<file path="src/sv/rgb2hsv_pkg.sv">
// Package for the RGB to HSV converter: widths, hue sector constants and
// the restoring division step shared by the pipelined dividers.
// Depends on nothing.
package rgb2hsv_pkg;

  localparam int unsigned CHAN_W        = 8;
  localparam int unsigned HUE_W         = 13;
  localparam int unsigned HUE_Q_W       = 10;
  localparam int unsigned SAT_Q_W       = 8;
  localparam int unsigned HUE_NUM_W     = CHAN_W + HUE_Q_W;
  localparam int unsigned SAT_NUM_W     = CHAN_W + SAT_Q_W;
  localparam int unsigned STEPS_PER_STG = 2;
  localparam int unsigned DIV_STAGES    = (HUE_Q_W + STEPS_PER_STG - 1) / STEPS_PER_STG;
  localparam int unsigned LATENCY       = DIV_STAGES + 3;

  localparam logic [HUE_W:0] HUE_SECTOR_RED   = 14'd0;
  localparam logic [HUE_W:0] HUE_SECTOR_GREEN = 14'd1920;
  localparam logic [HUE_W:0] HUE_SECTOR_BLUE  = 14'd3840;
  localparam logic [HUE_W:0] HUE_FULL_TURN    = 14'd5760;

  typedef enum logic [1:0] {
    SECTOR_RED   = 2'd0,
    SECTOR_GREEN = 2'd1,
    SECTOR_BLUE  = 2'd2
  } sector_t;

  typedef struct packed {
    logic              qbit;
    logic [CHAN_W-1:0] rem;
  } div_step_t;

  // One step of restoring division: shift in a numerator bit, subtract if it fits.
  function automatic div_step_t div_step(input logic [CHAN_W-1:0] rem,
                                         input logic [CHAN_W-1:0] den,
                                         input logic              nbit);
    logic [CHAN_W:0] trial;
    logic [CHAN_W:0] diff;
    div_step_t       res;
    trial = {rem, nbit};
    diff  = trial - {1'b0, den};
    if (trial >= {1'b0, den}) begin
      res.qbit = 1'b1;
      res.rem  = diff[CHAN_W-1:0];
    end else begin
      res.qbit = 1'b0;
      res.rem  = trial[CHAN_W-1:0];
    end
    return res;
  endfunction

  function automatic logic [HUE_W:0] sector_offset(input sector_t sec);
    logic [HUE_W:0] off;
    unique case (sec)
      SECTOR_GREEN: off = HUE_SECTOR_GREEN;
      SECTOR_BLUE:  off = HUE_SECTOR_BLUE;
      default:      off = HUE_SECTOR_RED;
    endcase
    return off;
  endfunction

endpackage

</file>
<file path="src/sv/rgb_to_hsv_converter_core.sv">
// RGB to HSV converter top level: a pipeline of channel compare, numerator
// forming, two radix-2 dividers at two bits per stage, and hue assembly.
// Depends on rgb2hsv_pkg.
//
// Usage: a request carries one 8-bit pixel on red_in, green_in and blue_in
// and is taken at a rising edge where start is high and busy is low. busy is
// high only while rst is high, so a new pixel may be given every cycle.
// Each result appears on hue_out, saturation_out and value_out for exactly
// one cycle with done high. hue_out is in sixteenths of a degree (0..5759),
// saturation_out is floor(255*(max-min)/max) and value_out is the largest
// channel.
// Stages from the accepting edge to the cycle with done high:
// one stage for max/min and sector choice, one for the numerators, five for
// the dividers (two quotient bits per stage, ten hue bits) and one for the
// hue sector offset and wrap. Throughput is one pixel per clock outside reset.
// A synchronous reset clears every valid bit, so requests in flight are
// dropped and done stays low until new pixels arrive. The receiver cannot
// stall; results are never held back.
module rgb_to_hsv_converter_core (
  input  logic                             clk,
  input  logic                             rst,
  input  logic                             start,
  output logic                             busy,
  input  logic [rgb2hsv_pkg::CHAN_W-1:0]   red_in,
  input  logic [rgb2hsv_pkg::CHAN_W-1:0]   green_in,
  input  logic [rgb2hsv_pkg::CHAN_W-1:0]   blue_in,
  output logic                             done,
  output logic [rgb2hsv_pkg::HUE_W-1:0]    hue_out,
  output logic [rgb2hsv_pkg::CHAN_W-1:0]   saturation_out,
  output logic [rgb2hsv_pkg::CHAN_W-1:0]   value_out
);
  import rgb2hsv_pkg::*;

  // Stage 1: max, min, sector and signed difference.
  logic              s1_valid;
  logic [CHAN_W-1:0] s1_max;
  logic [CHAN_W-1:0] s1_delta;
  logic [CHAN_W-1:0] s1_mag;
  logic              s1_neg;
  sector_t           s1_sector;

  logic [CHAN_W-1:0] mx, mn;
  logic [CHAN_W:0]   sdiff;
  logic [CHAN_W:0]   sdiff_abs;
  sector_t           sector;

  always_comb begin
    mx = red_in;
    mn = red_in;
    if (green_in > mx) mx = green_in;
    if (blue_in > mx)  mx = blue_in;
    if (green_in < mn) mn = green_in;
    if (blue_in < mn)  mn = blue_in;
    priority if (red_in >= green_in && red_in >= blue_in) begin
      sector = SECTOR_RED;
      sdiff  = {1'b0, green_in} - {1'b0, blue_in};
    end else if (green_in >= blue_in) begin
      sector = SECTOR_GREEN;
      sdiff  = {1'b0, blue_in} - {1'b0, red_in};
    end else begin
      sector = SECTOR_BLUE;
      sdiff  = {1'b0, red_in} - {1'b0, green_in};
    end
    sdiff_abs = sdiff[CHAN_W] ? (~sdiff + 1'b1) : sdiff;
  end

  always_ff @(posedge clk) begin
    if (rst) begin
      s1_valid <= 1'b0;
    end else begin
      s1_valid <= start & ~busy;
    end
    s1_max    <= mx;
    s1_delta  <= mx - mn;
    s1_mag    <= sdiff_abs[CHAN_W-1:0];
    s1_neg    <= sdiff[CHAN_W];
    s1_sector <= sector;
  end

  // Stage 2 and divider stages share arrays: index 0 is the numerator stage.
  logic              d_valid  [DIV_STAGES+1];
  logic [CHAN_W-1:0] d_max    [DIV_STAGES+1];
  logic [CHAN_W-1:0] d_delta  [DIV_STAGES+1];
  logic              d_neg    [DIV_STAGES+1];
  sector_t           d_sector [DIV_STAGES+1];
  logic [CHAN_W-1:0] d_hrem   [DIV_STAGES+1];
  logic [HUE_Q_W-1:0] d_hq    [DIV_STAGES+1];
  logic [CHAN_W-1:0] d_srem   [DIV_STAGES+1];
  logic [SAT_Q_W-1:0] d_sq    [DIV_STAGES+1];

  logic [HUE_NUM_W-1:0] hue_num;
  logic [SAT_NUM_W-1:0] sat_num;

  assign hue_num = {s1_mag, {HUE_Q_W{1'b0}}}
                 - {{(HUE_Q_W-6){1'b0}}, s1_mag, 6'd0};
  assign sat_num = {s1_delta, {SAT_Q_W{1'b0}}} - {{SAT_Q_W{1'b0}}, s1_delta};

  logic [CHAN_W-1:0]  hrem_next [DIV_STAGES];
  logic [HUE_Q_W-1:0] hq_next   [DIV_STAGES];
  logic [CHAN_W-1:0]  srem_next [DIV_STAGES];
  logic [SAT_Q_W-1:0] sq_next   [DIV_STAGES];

  always_comb begin
    div_step_t hs;
    div_step_t ss;
    hs = '0;
    ss = '0;
    for (int s = 0; s < DIV_STAGES; s++) begin
      hrem_next[s] = d_hrem[s];
      hq_next[s]   = d_hq[s];
      srem_next[s] = d_srem[s];
      sq_next[s]   = d_sq[s];
      for (int j = 0; j < STEPS_PER_STG; j++) begin
        if (s * STEPS_PER_STG + j < HUE_Q_W) begin
          hs           = div_step(hrem_next[s], d_delta[s], hq_next[s][HUE_Q_W-1]);
          hrem_next[s] = hs.rem;
          hq_next[s]   = {hq_next[s][HUE_Q_W-2:0], hs.qbit};
        end
        if (s * STEPS_PER_STG + j < SAT_Q_W) begin
          ss           = div_step(srem_next[s], d_max[s], sq_next[s][SAT_Q_W-1]);
          srem_next[s] = ss.rem;
          sq_next[s]   = {sq_next[s][SAT_Q_W-2:0], ss.qbit};
        end
      end
    end
  end

  always_ff @(posedge clk) begin
    if (rst) begin
      d_valid[0] <= 1'b0;
    end else begin
      d_valid[0] <= s1_valid;
    end
    d_max[0]    <= s1_max;
    d_delta[0]  <= s1_delta;
    d_neg[0]    <= s1_neg;
    d_sector[0] <= s1_sector;
    d_hrem[0]   <= hue_num[HUE_NUM_W-1:HUE_Q_W];
    d_hq[0]     <= hue_num[HUE_Q_W-1:0];
    d_srem[0]   <= sat_num[SAT_NUM_W-1:SAT_Q_W];
    d_sq[0]     <= sat_num[SAT_Q_W-1:0];
    for (int s = 0; s < DIV_STAGES; s++) begin
      if (rst) begin
        d_valid[s+1] <= 1'b0;
      end else begin
        d_valid[s+1] <= d_valid[s];
      end
      d_max[s+1]    <= d_max[s];
      d_delta[s+1]  <= d_delta[s];
      d_neg[s+1]    <= d_neg[s];
      d_sector[s+1] <= d_sector[s];
      d_hrem[s+1]   <= hrem_next[s];
      d_hq[s+1]     <= hq_next[s];
      d_srem[s+1]   <= srem_next[s];
      d_sq[s+1]     <= sq_next[s];
    end
  end

  // Last stage: floor correction for negative differences, offset, wrap, grey/black zeros.
  logic [HUE_Q_W:0] hmag;
  logic [HUE_W:0]   hoff;
  logic [HUE_W:0]   hue_next;
  logic [CHAN_W-1:0] sat_next;

  always_comb begin
    hmag = {1'b0, d_hq[DIV_STAGES]}
         + {{HUE_Q_W{1'b0}}, (d_neg[DIV_STAGES] && d_hrem[DIV_STAGES] != '0)};
    hoff = sector_offset(d_sector[DIV_STAGES]);
    priority if (d_delta[DIV_STAGES] == '0) begin
      hue_next = '0;
    end else if (!d_neg[DIV_STAGES]) begin
      hue_next = hoff + {{(HUE_W-HUE_Q_W){1'b0}}, hmag};
    end else if (hoff >= {{(HUE_W-HUE_Q_W){1'b0}}, hmag}) begin
      hue_next = hoff - {{(HUE_W-HUE_Q_W){1'b0}}, hmag};
    end else begin
      hue_next = hoff + HUE_FULL_TURN - {{(HUE_W-HUE_Q_W){1'b0}}, hmag};
    end
    sat_next = (d_max[DIV_STAGES] == '0) ? '0 : d_sq[DIV_STAGES];
  end

  always_ff @(posedge clk) begin
    if (rst) begin
      done <= 1'b0;
    end else begin
      done <= d_valid[DIV_STAGES];
    end
    hue_out        <= hue_next[HUE_W-1:0];
    saturation_out <= sat_next;
    value_out      <= d_max[DIV_STAGES];
  end

  assign busy = rst;

endmodule

</file>
<file path="config.mk">
export PLATFORM = sky130hd
export DESIGN_NAME = rgb_to_hsv_converter_core
export DESIGN_NICKNAME = d
export VERILOG_FILES = /design/src/sv/rgb2hsv_pkg.sv /design/src/sv/rgb_to_hsv_converter_core.sv
export SDC_FILE = /design/constraint.sdc
export NUM_CORES = 1
export LEC_CHECK = 0
export ABC_AREA = 1
export ABC_CLOCK_PERIOD_IN_PS = 6400
export BUFFER_PORTS_ARGS = -buffer_cell sky130_fd_sc_hd__clkbuf_2
export CAP_MARGIN = 10
export CORE_MARGIN = 2
export CORE_UTILIZATION = 46
export CTS_CLUSTER_DIAMETER = 150
export DETAILED_ROUTE_END_ITERATION = 8
export HOLD_SLACK_MARGIN = 0.15
export PLACE_DENSITY_LB_ADDON = 0.2
export SETUP_SLACK_MARGIN = 0.05
export SYNTH_ARGS = -nofsm -noshare
export SYNTH_HDL_FRONTEND = slang
export SYNTH_SLANG_ARGS = --single-unit
</file>
<file path="constraint.sdc">
create_clock -name clk -period 6.4 [get_ports clk]
set_input_delay 0.64 -clock clk [delete_from_list [all_inputs] [get_ports clk]]
set_output_delay 0.64 -clock clk [all_outputs]
set_load 0.005 [all_outputs]
</file>
Word level (Yosys, flattened, before mapping):

Memory sizes are Yosys's and may differ from the RTL's. A register that Yosys moved wholly into a read port is not among the register bits.
Index checks and enable logic that the tools add are counted.

* register bits: 49
* RAM bits: 324
* memories: 9
* output and inout port bits: 31

* eq/ne operators: 2
* $lt $le $gt $ge: 26
* reduce and logical (&&, ||, !) cells: 5
* add/sub/neg operators: 30
* bitwise operators: 9
* mux-type cells: 38

Memory list
* d_hq: depth 6, bits a word 10, read ports 6, clocked after memory_dff 0, write ports 6, RTL line rgb_to_hsv_converter_core.sv:87 `logic [HUE_Q_W-1:0] d_hq [DIV_STAGES+1];`
* d_delta: depth 6, bits a word 8, read ports 6, clocked after memory_dff 0, write ports 6, RTL line rgb_to_hsv_converter_core.sv:83 `logic [CHAN_W-1:0] d_delta [DIV_STAGES+1];`
* d_hrem: depth 6, bits a word 8, read ports 6, clocked after memory_dff 0, write ports 6, RTL line rgb_to_hsv_converter_core.sv:86 `logic [CHAN_W-1:0] d_hrem [DIV_STAGES+1];`
* d_max: depth 6, bits a word 8, read ports 6, clocked after memory_dff 0, write ports 6, RTL line rgb_to_hsv_converter_core.sv:82 `logic [CHAN_W-1:0] d_max [DIV_STAGES+1];`
* d_sq: depth 6, bits a word 8, read ports 6, clocked after memory_dff 1, write ports 6, RTL line rgb_to_hsv_converter_core.sv:89 `logic [SAT_Q_W-1:0] d_sq [DIV_STAGES+1];`
* d_srem: depth 6, bits a word 8, read ports 5, clocked after memory_dff 0, write ports 6, RTL line rgb_to_hsv_converter_core.sv:88 `logic [CHAN_W-1:0] d_srem [DIV_STAGES+1];`
* +3 memories

Operators with widths (count)
* 9-bit two-way mux: 20
* 9-bit by 8-bit >= comparator with 1-bit output: 18
* 8-bit subtractor: 19
* 8-bit two-way mux: 5
* 8-bit by 8-bit subtractor with 9-bit output: 3
* 13-bit two-way mux: 2
* 8-bit >= comparator: 3
* 12-bit one-hot mux with 2 select lines: 1
* 18-bit by 14-bit subtractor with 18-bit output: 1
* 8-bit greater-than comparator: 2
* 8-bit logical NOT: 2
* 8-bit less-than comparator: 2
* 16-bit by 8-bit subtractor with 16-bit output: 1
* 12-bit by 11-bit adder with 13-bit output: 1
* 12-bit by 13-bit adder with 13-bit output, second input constant: 1
* 12-bit by 11-bit subtractor with 13-bit output: 1
* 13-bit by 11-bit subtractor with 13-bit output: 1
* 12-bit by 11-bit >= comparator with 1-bit output: 1
* 10-bit by 1-bit adder with 11-bit output: 1
* 1-bit two-way mux: 9
* 8-bit by 1-bit adder with 8-bit output, second input constant: 1
* 8-bit inverter: 1
* 8-bit nonzero test: 1
* 1-bit bitwise OR: 6
* other kinds (6): 7

Logic depth before layout (Yosys ltp):

Gate-level depths: netlist of the first run.
An unclocked memory read counts as a cell.

* depth in word-level cells: 7
* gate-level depth with buffers: 38
* mapped depth without buffers: 37

Worst setup path before layout of the first run:

OpenSTA, ideal clock, no wires.

* path kind: in2reg
* start: input port green_in[6] (netlist bit)
* end: register s1_delta[7]
* setup slack: 1.726 ns
* library setup time: 0.109 ns
* stages: 32
* arrival time: 4.566 ns
* required time: 6.291 ns
* cell sequence: inv_1 -> ha_1 -> nand2_1 -> nand2_1 -> a21oi_1 -> nand3_2 -> nand2_2 -> clkbuf_1 -> nand2_1 -> o21ai_0 -> ha_1 -> a21oi_1 -> nor2_1 -> a211oi_1 -> nand2_2 -> buf_6 -> o21ai_2 -> ha_1 -> a21oi_1 -> o21ai_0 -> nand2_1 -> nand2_1 -> a21oi_1 -> o21ai_0 -> a21oi_1 -> inv_1 -> nand2_1 -> nand2_1 -> inv_1 -> nand3_1 -> nand2_1 -> inv_1

* cells in the longest elaborated chain, start to end: 5
* elaborated cells on any way between the ends: 9
* those cells by class: add/sub: 1; order compare: 4; mux: 4

Ends and longest elaborated chain
* start, declared: RTL line rgb_to_hsv_converter_core.sv:25 `input logic [rgb2hsv_pkg::CHAN_W-1:0] green_in,`
* 8-bit greater-than comparator / 8-bit less-than comparator (equally long branches): RTL line rgb_to_hsv_converter_core.sv:50, rgb_to_hsv_converter_core.sv:52
* 8-bit two-way mux, on equally long branches: RTL line rgb_to_hsv_converter_core.sv:50, rgb_to_hsv_converter_core.sv:52
* 8-bit greater-than comparator / 8-bit less-than comparator (equally long branches): RTL line rgb_to_hsv_converter_core.sv:51, rgb_to_hsv_converter_core.sv:53
* 8-bit two-way mux, on equally long branches: RTL line rgb_to_hsv_converter_core.sv:51, rgb_to_hsv_converter_core.sv:53
* 8-bit subtractor (*): RTL line rgb_to_hsv_converter_core.sv:74 `s1_delta <= mx - mn;`
* end signal, assigned: RTL line rgb_to_hsv_converter_core.sv:74
* end, declared: RTL line rgb_to_hsv_converter_core.sv:37 `logic [CHAN_W-1:0] s1_delta;`

Mark *: on every way between the ends. The rest lies on a longest branch, timed or not.
A chain may end at the register's enable or synchronous reset.

Final worst setup path of the first run:

* start: input port green_in[4] (netlist bit)
* end: register s1_delta[7]

Same word-level chain as after synthesis.

==> results of run 1 <==
[layer usage]
layer	GRT usage	wire length, um	vias up
li1	-	-	7445
met1	0.232	17500	6344
met2	0.330	18000	260
met3	0.0247	1460	77
met4	0.0686	1090	0
met5	0	0	-
[sequential cells by signal (all words and copies together) (netlist names), 2 cells and up]
name            flops
s1_delta            8
s1_sector           2
saturation_out      8
s1_max              8
hue_out            13
d_valid             6
d_hq               36
d_delta            44
value_out           8
d_neg               6
s1_mag              8
d_max              48
d_srem             32
d_hrem             48
d_sq               48
d_sector           12
[kinds of logic after synthesis]
group,Yosys count,share of synthesized area
xor+xnor,142,0.0684
buf+inv,373,0.0814
flops,338,0.372
mux,3,0.00186
compound gates,395,0.120
fa+ha+maj,234,0.170
simple gates,757,0.186
[cell type report]
class,instances,area share
repair buffers,57,0.0141
well taps,518,0.0320
multi-input cells,1531,0.490
clock inverters,21,0.0157
flip-flops and latches,338,0.334
clock buffers,46,0.0499
inverters,344,0.0639
[path summary, 6_finish.rpt]
path,to,slack [ps],depth (start not counted)
hold reg to reg,d_hq[2][3],320,0
hold / removal,d_hq[2][3],320,0
setup reg to reg,hue_out[12],2060,20
setup / recovery,s1_delta[7],1280,33
[Yosys cell counts, types with 4 or more instances]
master / count
nand2_1: 370
nand2_2: 16
a31oi_1: 4
a211oi_1: 8
o21ai_1: 40
nand4_1: 25
nand3_1: 75
nor4_1: 10
o21ai_0: 126
nor2_2: 8
nor3_1: 28
ha_1: 213
nand3b_1: 9
clkbuf_1: 7
inv_2: 12
o21ai_2: 8
xor2_1: 100
o21bai_1: 16
and2_1: 8
a21oi_1: 156
a21o_1: 6
nor2_1: 166
o211ai_1: 10
inv_1: 328
dfxtp_1: 338
buf_2: 10
fa_1: 21
or2_2: 13
o21a_1: 4
buf_4: 7
buf_6: 5
xnor2_1: 42
nor2_4: 6
[worst max-delay path, delay by kind of cell]
family,cells,cell delay [ps]
and+or+nand+nor,15,1710
AOI/OAI and AO/OA,9,1700
adders and majority gates,3,1050
buffers and inverters,6,450
[per-stage QoR]
step | instances | worst slack (ps) | hold slack, ps
global route | 2855 | 779 | 324
global placement | 2788 | 942 | 310
finish | 2855 | 1280 | 320
detailed placement | 2788 | 847 | 312
CTS | 2855 | 1400 | 291
floorplan | 2242 | 1730 | 310
==> flow_summary.toml, run 1 <==
[outcome]
status = "finished, final reports clean"

[route]
dr_total_vias = 14126
drtAntennaViolNets = 0
drc = 0
via_per_inst = 4.95
wl_um = 38000
wl_per_cell_um = 13.3
drt_iter0_markers = 818
dr.pass1.iters = 6

[floorplan]
die_h_um = 203
rows = 72
die_area_sq_mm = 0.0411
initial_core_util = 0.468
die_x_um = 203
num_io_pins = 58
core_sq_mm = 0.0388

[clock_tree]
cts_tree = "done"
clkSlewWorstSetupHoldPaths_ps = 60
cts_setup_buffers = 0
cts.sinks = 338
cts_max_level = 2
post_cts_resized = 0
clock_path_buffers = 3
root_buffer = "clkbuf_16"
hold_buffers = 0
cts_buffers = 37
insertion_delay_ps = 530

[setup_path]
slowest_delay_ps = 410
cp-end-kind = "flip-flop"
r2r_start = "d_neg[5]"
crit_top_cell = "nand2_1"
worstPathMaxFanout = 18
arrival_ps = 5550
critPathKind = "primary input to flip-flop"
slowest_stage = "ha_1"
start_kind = "primary input"
crit_start = "green_in[4]"
worstPathRequired_ps = 6820

[sta]
slew_headroom = 0.623
fin_crit_sh = 0.801
slew_viol_final = 0
timing.fmax_mhz = 195
rsz0062_at_grt = "no"
fin_crit_ps = 5120
worst_slew_pin_slew_ps = 560
hold_viol_final = 0
finClkSkew_ps = 15.0
setup_violations = 0
finalSetupTns_ps = 0

[yosys]
avgSynthCellArea_sq_um = 8.11
synth.distinct_cells = 59
yosysTopAreaCell = "dfxtp_1"
synth_ff_type = "dfxtp_1"
synth_top_cell_area_share = 0.372
synth-edff-count = 0
async_reset_ff_frac = 0
yosysSeqAreaShare = 0.372
syn_inst = 2242
synth.top_cells.by_area = "dfxtp_1 37%, ha_1 15%, nand2_1 7.6%"
syn_nets = 2503
synthesis.area_sq_mm = 0.0182
synth_warnings = 0
synth_seq_cells = 338

[layout]
multi_input_area_sq_mm = 0.00993
fin_util = 0.522
final_area_sq_mm = 0.0203
fillerInstances = 3666
fin_nets = 2570
area_growth_pct = 11.4
drive_gt1_frac = 0.0860
seq_area_sq_mm = 0.00677
final_common_cell = "nand2_1"
layout_common_cells = "370 x nand2_1, 338 x dfxtp_1, 328 x inv_1, 213 x ha_1, 166 x nor2_1"
insertedDiodeCount = 0

[grt]
grtUsageTotal = 0.187
grt_max_degree = 19
grt_pass1_vias = 13781
grt_pass1_wl_um = 63700
antenna_found_initial = 0
grt_overflow = 0

[placed_design]
port-buffer-count = 57
placed_area_sq_mm = 0.0189
dp_hpwl_um = 30600
place_congestion = 0.889

[hold_path]
hold_class = "flip-flop to flip-flop"
hold_path_startpoint = "d_hq[1][1]"

[run]
maxCapViolations = 0
Power of run 1 is not shown: default switching activity piles up to over one toggle a cycle in this logic, so the estimate is an artifact.
==> run 2: changes to the inputs <==
- ABC_CLOCK_PERIOD_IN_PS: 6400 -> 5300
- clock period: 6.4 -> 5.3 ns (I/O delays scaled with it)
==> flow_summary.toml, run 2 (synthesis gave the netlist of run 1 again) <==
[outcome]
status = "finished, final reports clean"

[sta]
fin_crit_sh = 0.851
fin_crit_ps = 4510
slew_viol_final = 0
rsz0062_at_grt = "no"
hold_viol_final = 0
timing.fmax_mhz = 222
fin_ws_ps = 792
slew_headroom = 0.627
finClkSkew_ps = 17.9
setup_violations = 0
worst_slew_pin_slew_ps = 553
finalSetupTns_ps = 0

[hold_path]
hold_class = "primary input to flip-flop"

[setup_path]
critPathKind = "primary input to flip-flop"
arrival_ps = 4940
reg2reg_to = "hue_out[12]"
r2r_start = "d_neg[5]"
crit_top_cell = "nand2_1"
worstPathRequired_ps = 5730
cp-end-kind = "flip-flop"
slowest_stage = "ha_1"
start_kind = "primary input"
regToRegSetupSlack_ps = 1110
worstPathMaxFanout = 17
endpoint = "s1_delta[7]"
slowest_delay_ps = 340
ff2ff_path_depth = 21
crit_start = "green_in[6]"

[route]
dr_total_vias = 14013
dr.pass1.iters = 7
drtAntennaViolNets = 0
route.met2.wl_um = 17700
wl_um = 37500
drc = 0
via_per_inst = 4.90
wl_per_cell_um = 13.1
drt_iter0_markers = 631
top_layer = "met4"
met1Wirelength_um = 17600
wl_met3_um = 1180

[clock_tree]
clkSlewWorstSetupHoldPaths_ps = 60
cts_buffers = 36
cts_tree = "done"
cts_max_level = 2
cts.sinks = 338
clock_path_buffers = 3
root_buffer = "clkbuf_16"
hold_buffers = 0
post_cts_resized = 0
insertion_delay_ps = 530
cts_setup_buffers = 0

[layout]
layout_common_cells = "370 x nand2_1, 338 x dfxtp_1, 328 x inv_1, 213 x ha_1, 166 x nor2_1"
final_common_cell = "nand2_1"
area_growth_pct = 11.4
top_regs = "d_hrem (48), d_max (48), d_sq (48)"
insertedDiodeCount = 0
drive_gt1_frac = 0.0876
fin_nets = 2572

[floorplan]
die_x_um = 203
initial_core_util = 0.468
die_area_sq_mm = 0.0411
num_io_pins = 58
rows = 72
core_sq_mm = 0.0388
die_h_um = 203

[grt]
grt_overflow = 0
grt_max_degree = 18
grt_pass1_vias = 13775
antenna_found_initial = 0
grt_pass1_wl_um = 64000
grtUsageTotal = 0.186

[placed_design]
place_congestion = 0.884
place_ws_ps = 306
dp_hpwl_um = 30200
port-buffer-count = 57

[run]
maxCapViolations = 0
[run 2: cell count changes in the layout (fill, tap and decap cells not counted)]
cell        delta
inv_8          -1
bufinv_16      -3
inv_6          +3
clkinvlp_4     +1
clkbuf_1       -2
buf_4          +3
clkbuf_8       +5
clkinv_2       -4
[run 2: how the worst min path moves through the flow]
| stage | from | end | cells past startpoint |
|---|---|---|---|
| 4_1_cts | start | s1_valid | 3 |
| 2_1_floorplan | d_hq[0][6] | d_hq[1][8] | 0 |
| 3_5_place_dp | d_hq[4][5] | d_hq[5][7] | 0 |
| 3_3_place_gp | d_sq[2][2] | d_sq[3][4] | 0 |
| 5_1_grt | start | s1_valid | 3 |
| 6_report | start | s1_valid | 3 |
[run 2: through the flow]
stage	util	instance area [sq um]	hold WS (ps)	cells
finish	0.522	20300	200	2857
global route	0.522	20300	179	2857
CTS	0.522	20300	176	2857
detailed placement	0.488	18900	312	2791
global placement	0.488	18900	310	2791
floorplan	-	18200	310	2242
[run 2: final cells by class]
cell class | instances | area, sq um
inverters | 344 | 1290
multi-input cells | 1531 | 9930
repair buffers | 60 | 308
well taps | 518 | 648
clock buffers | 49 | 1070
fillers | 3681 | 18600
clock inverters | 17 | 230
flip-flops and latches | 338 | 6770
[run 2: worst max-delay path, delay by kind of cell]
kind	cells	cell delay, ps
AO/OA/AOI/OAI	11	1870
adder cells (fa/ha/maj)	3	970
AND/OR/NAND/NOR	11	870
buffers and inverters	7	700
[run 2: per-layer routing]
metal | up-vias | global-route usage
met5 | - | 0
li1 | 7434 | -
met2 | 204 | 0.330
met4 | 0 | 0.0610
met1 | 6308 | 0.232
met3 | 67 | 0.0265
Power of run 2 is left out for the same reason.
==> run 3: changes to the inputs <==
- PLACE_DENSITY: not set -> 0.71
- PLACE_DENSITY_LB_ADDON: 0.2 -> not set
- SLEW_MARGIN: not set -> 25
==> flow_summary.toml, run 3 (synthesis gave the netlist of run 1 again) <==
[setup_path]
r2r_start = "d_max[0][3]"
endpoint = "s1_delta[7]"
crit_top_cell = "nand2_1"
critPathKind = "primary input to flip-flop"
crit_start = "green_in[4]"
cp-end-kind = "flip-flop"
worstPathMaxFanout = 17
arrival_ps = 5010
slowest_stage = "ha_1"
slowest_delay_ps = 360
reg2reg_to = "d_srem[1][6]"
ff2ff_path_depth = 21
regToRegSetupSlack_ps = 1070
worstPathRequired_ps = 5730
start_kind = "primary input"

[sta]
slew_headroom = 0.675
fin_crit_ps = 4580
rsz0062_at_grt = "no"
finClkSkew_ps = 17.6
finalSetupTns_ps = 0
setup_violations = 0
hold_viol_final = 0
worst_slew_pin_slew_ps = 482
timing.fmax_mhz = 218
fin_crit_sh = 0.865
slew_viol_final = 0

[clock_tree]
clock_path_buffers = 3
cts_setup_buffers = 0
root_buffer = "clkbuf_16"
cts.sinks = 338
post_cts_resized = 0
hold_buffers = 0
clkSlewWorstSetupHoldPaths_ps = 60
cts_tree = "done"
insertion_delay_ps = 530
cts_max_level = 2
cts_buffers = 35

[route]
drtAntennaViolNets = 0
dr.pass1.iters = 6
wl_per_cell_um = 13.2
dr_total_vias = 14242
via_per_inst = 4.99
wl_um = 37800
drt_iter0_markers = 653
drc = 0

[layout]
fin_nets = 2572
seq_area_sq_mm = 0.00677
multi_input_area_sq_mm = 0.00993
layout_common_cells = "370 x nand2_1, 338 x dfxtp_1, 328 x inv_1, 213 x ha_1, 166 x nor2_1"
final_common_cell = "nand2_1"
final_cells = 2854
fillerInstances = 3608
area_growth_pct = 10.7
fin_util = 0.518
insertedDiodeCount = 0
top_regs = "d_hrem (48), d_max (48), d_sq (48)"
final_area_sq_mm = 0.0201
drive_gt1_frac = 0.0848

[placed_design]
placed_area_sq_mm = 0.0190
place_congestion = 0.922
dp_hpwl_um = 30300
port-buffer-count = 57
placed_cells = 2792

[floorplan]
core_sq_mm = 0.0388
rows = 72
die_area_sq_mm = 0.0411
initial_core_util = 0.468
num_io_pins = 58
die_x_um = 203
die_h_um = 203

[outcome]
status = "finished, final reports clean"

[run]
maxCapViolations = 0

[grt]
grtUsageTotal = 0.186
grt_max_degree = 18
grt_pass1_wl_um = 64200
antenna_found_initial = 0
grt_overflow = 0
grt_pass1_vias = 14165

[hold_path]
hold_class = "primary input to flip-flop"
==> run 3: cell count changes in the layout (fill, tap and decap cells not counted) <==
cell,before,now
clkinv_2,1,6
clkinvlp_4,6,1
clkbuf_1,3,7
inv_6,4,1
clkbuf_16,38,36
clkbuf_8,8,6
buf_4,3,4
bufinv_16,4,3
==> run 3: metal layers <==
metal  wire [um]  track usage
met5           0            0
met4         901       0.0587
met1       16700        0.217
met2       18900        0.350
met3        1280       0.0265
==> run 3: stage by stage <==
stage / setup WS, ps / hold WS (ps)
finish: 715 / 206
global route: 54.3 / 199
global placement: 286 / 309
detailed placement: 182 / 312
CTS: 702 / 187
floorplan: 736 / 310
==> run 3: how the worst min path moves through the flow <==
| stage | cells past startpoint | start | end | slack (ps) |
|---|---|---|---|---|
| CTS | 3 | start | s1_valid | 190 |
| detailed placement | 0 | d_max[4][5] | d_max[5][5] | 310 |
| global placement | 0 | d_sq[3][3] | d_sq[4][5] | 310 |
| floorplan | 0 | d_hq[0][6] | d_hq[1][8] | 310 |
| global route | 3 | start | s1_valid | 200 |
| finish | 3 | start | s1_valid | 210 |
==> run 3: cell type report <==
type	count	area share
inverters	344	0.0643
clock buffers	49	0.0502
flip-flops and latches	338	0.336
clock inverters	13	0.00802
repair buffers	61	0.0157
multi-input cells	1531	0.494
well taps	518	0.0322
==> run 3: critical path: cells and delay by family <==
family	cells	cell delay, ps
buf+inv	7	700
fa+ha+maj	3	1010
compound gates	11	1910
simple gates	11	870
Power of run 3 is left out for the same reason.
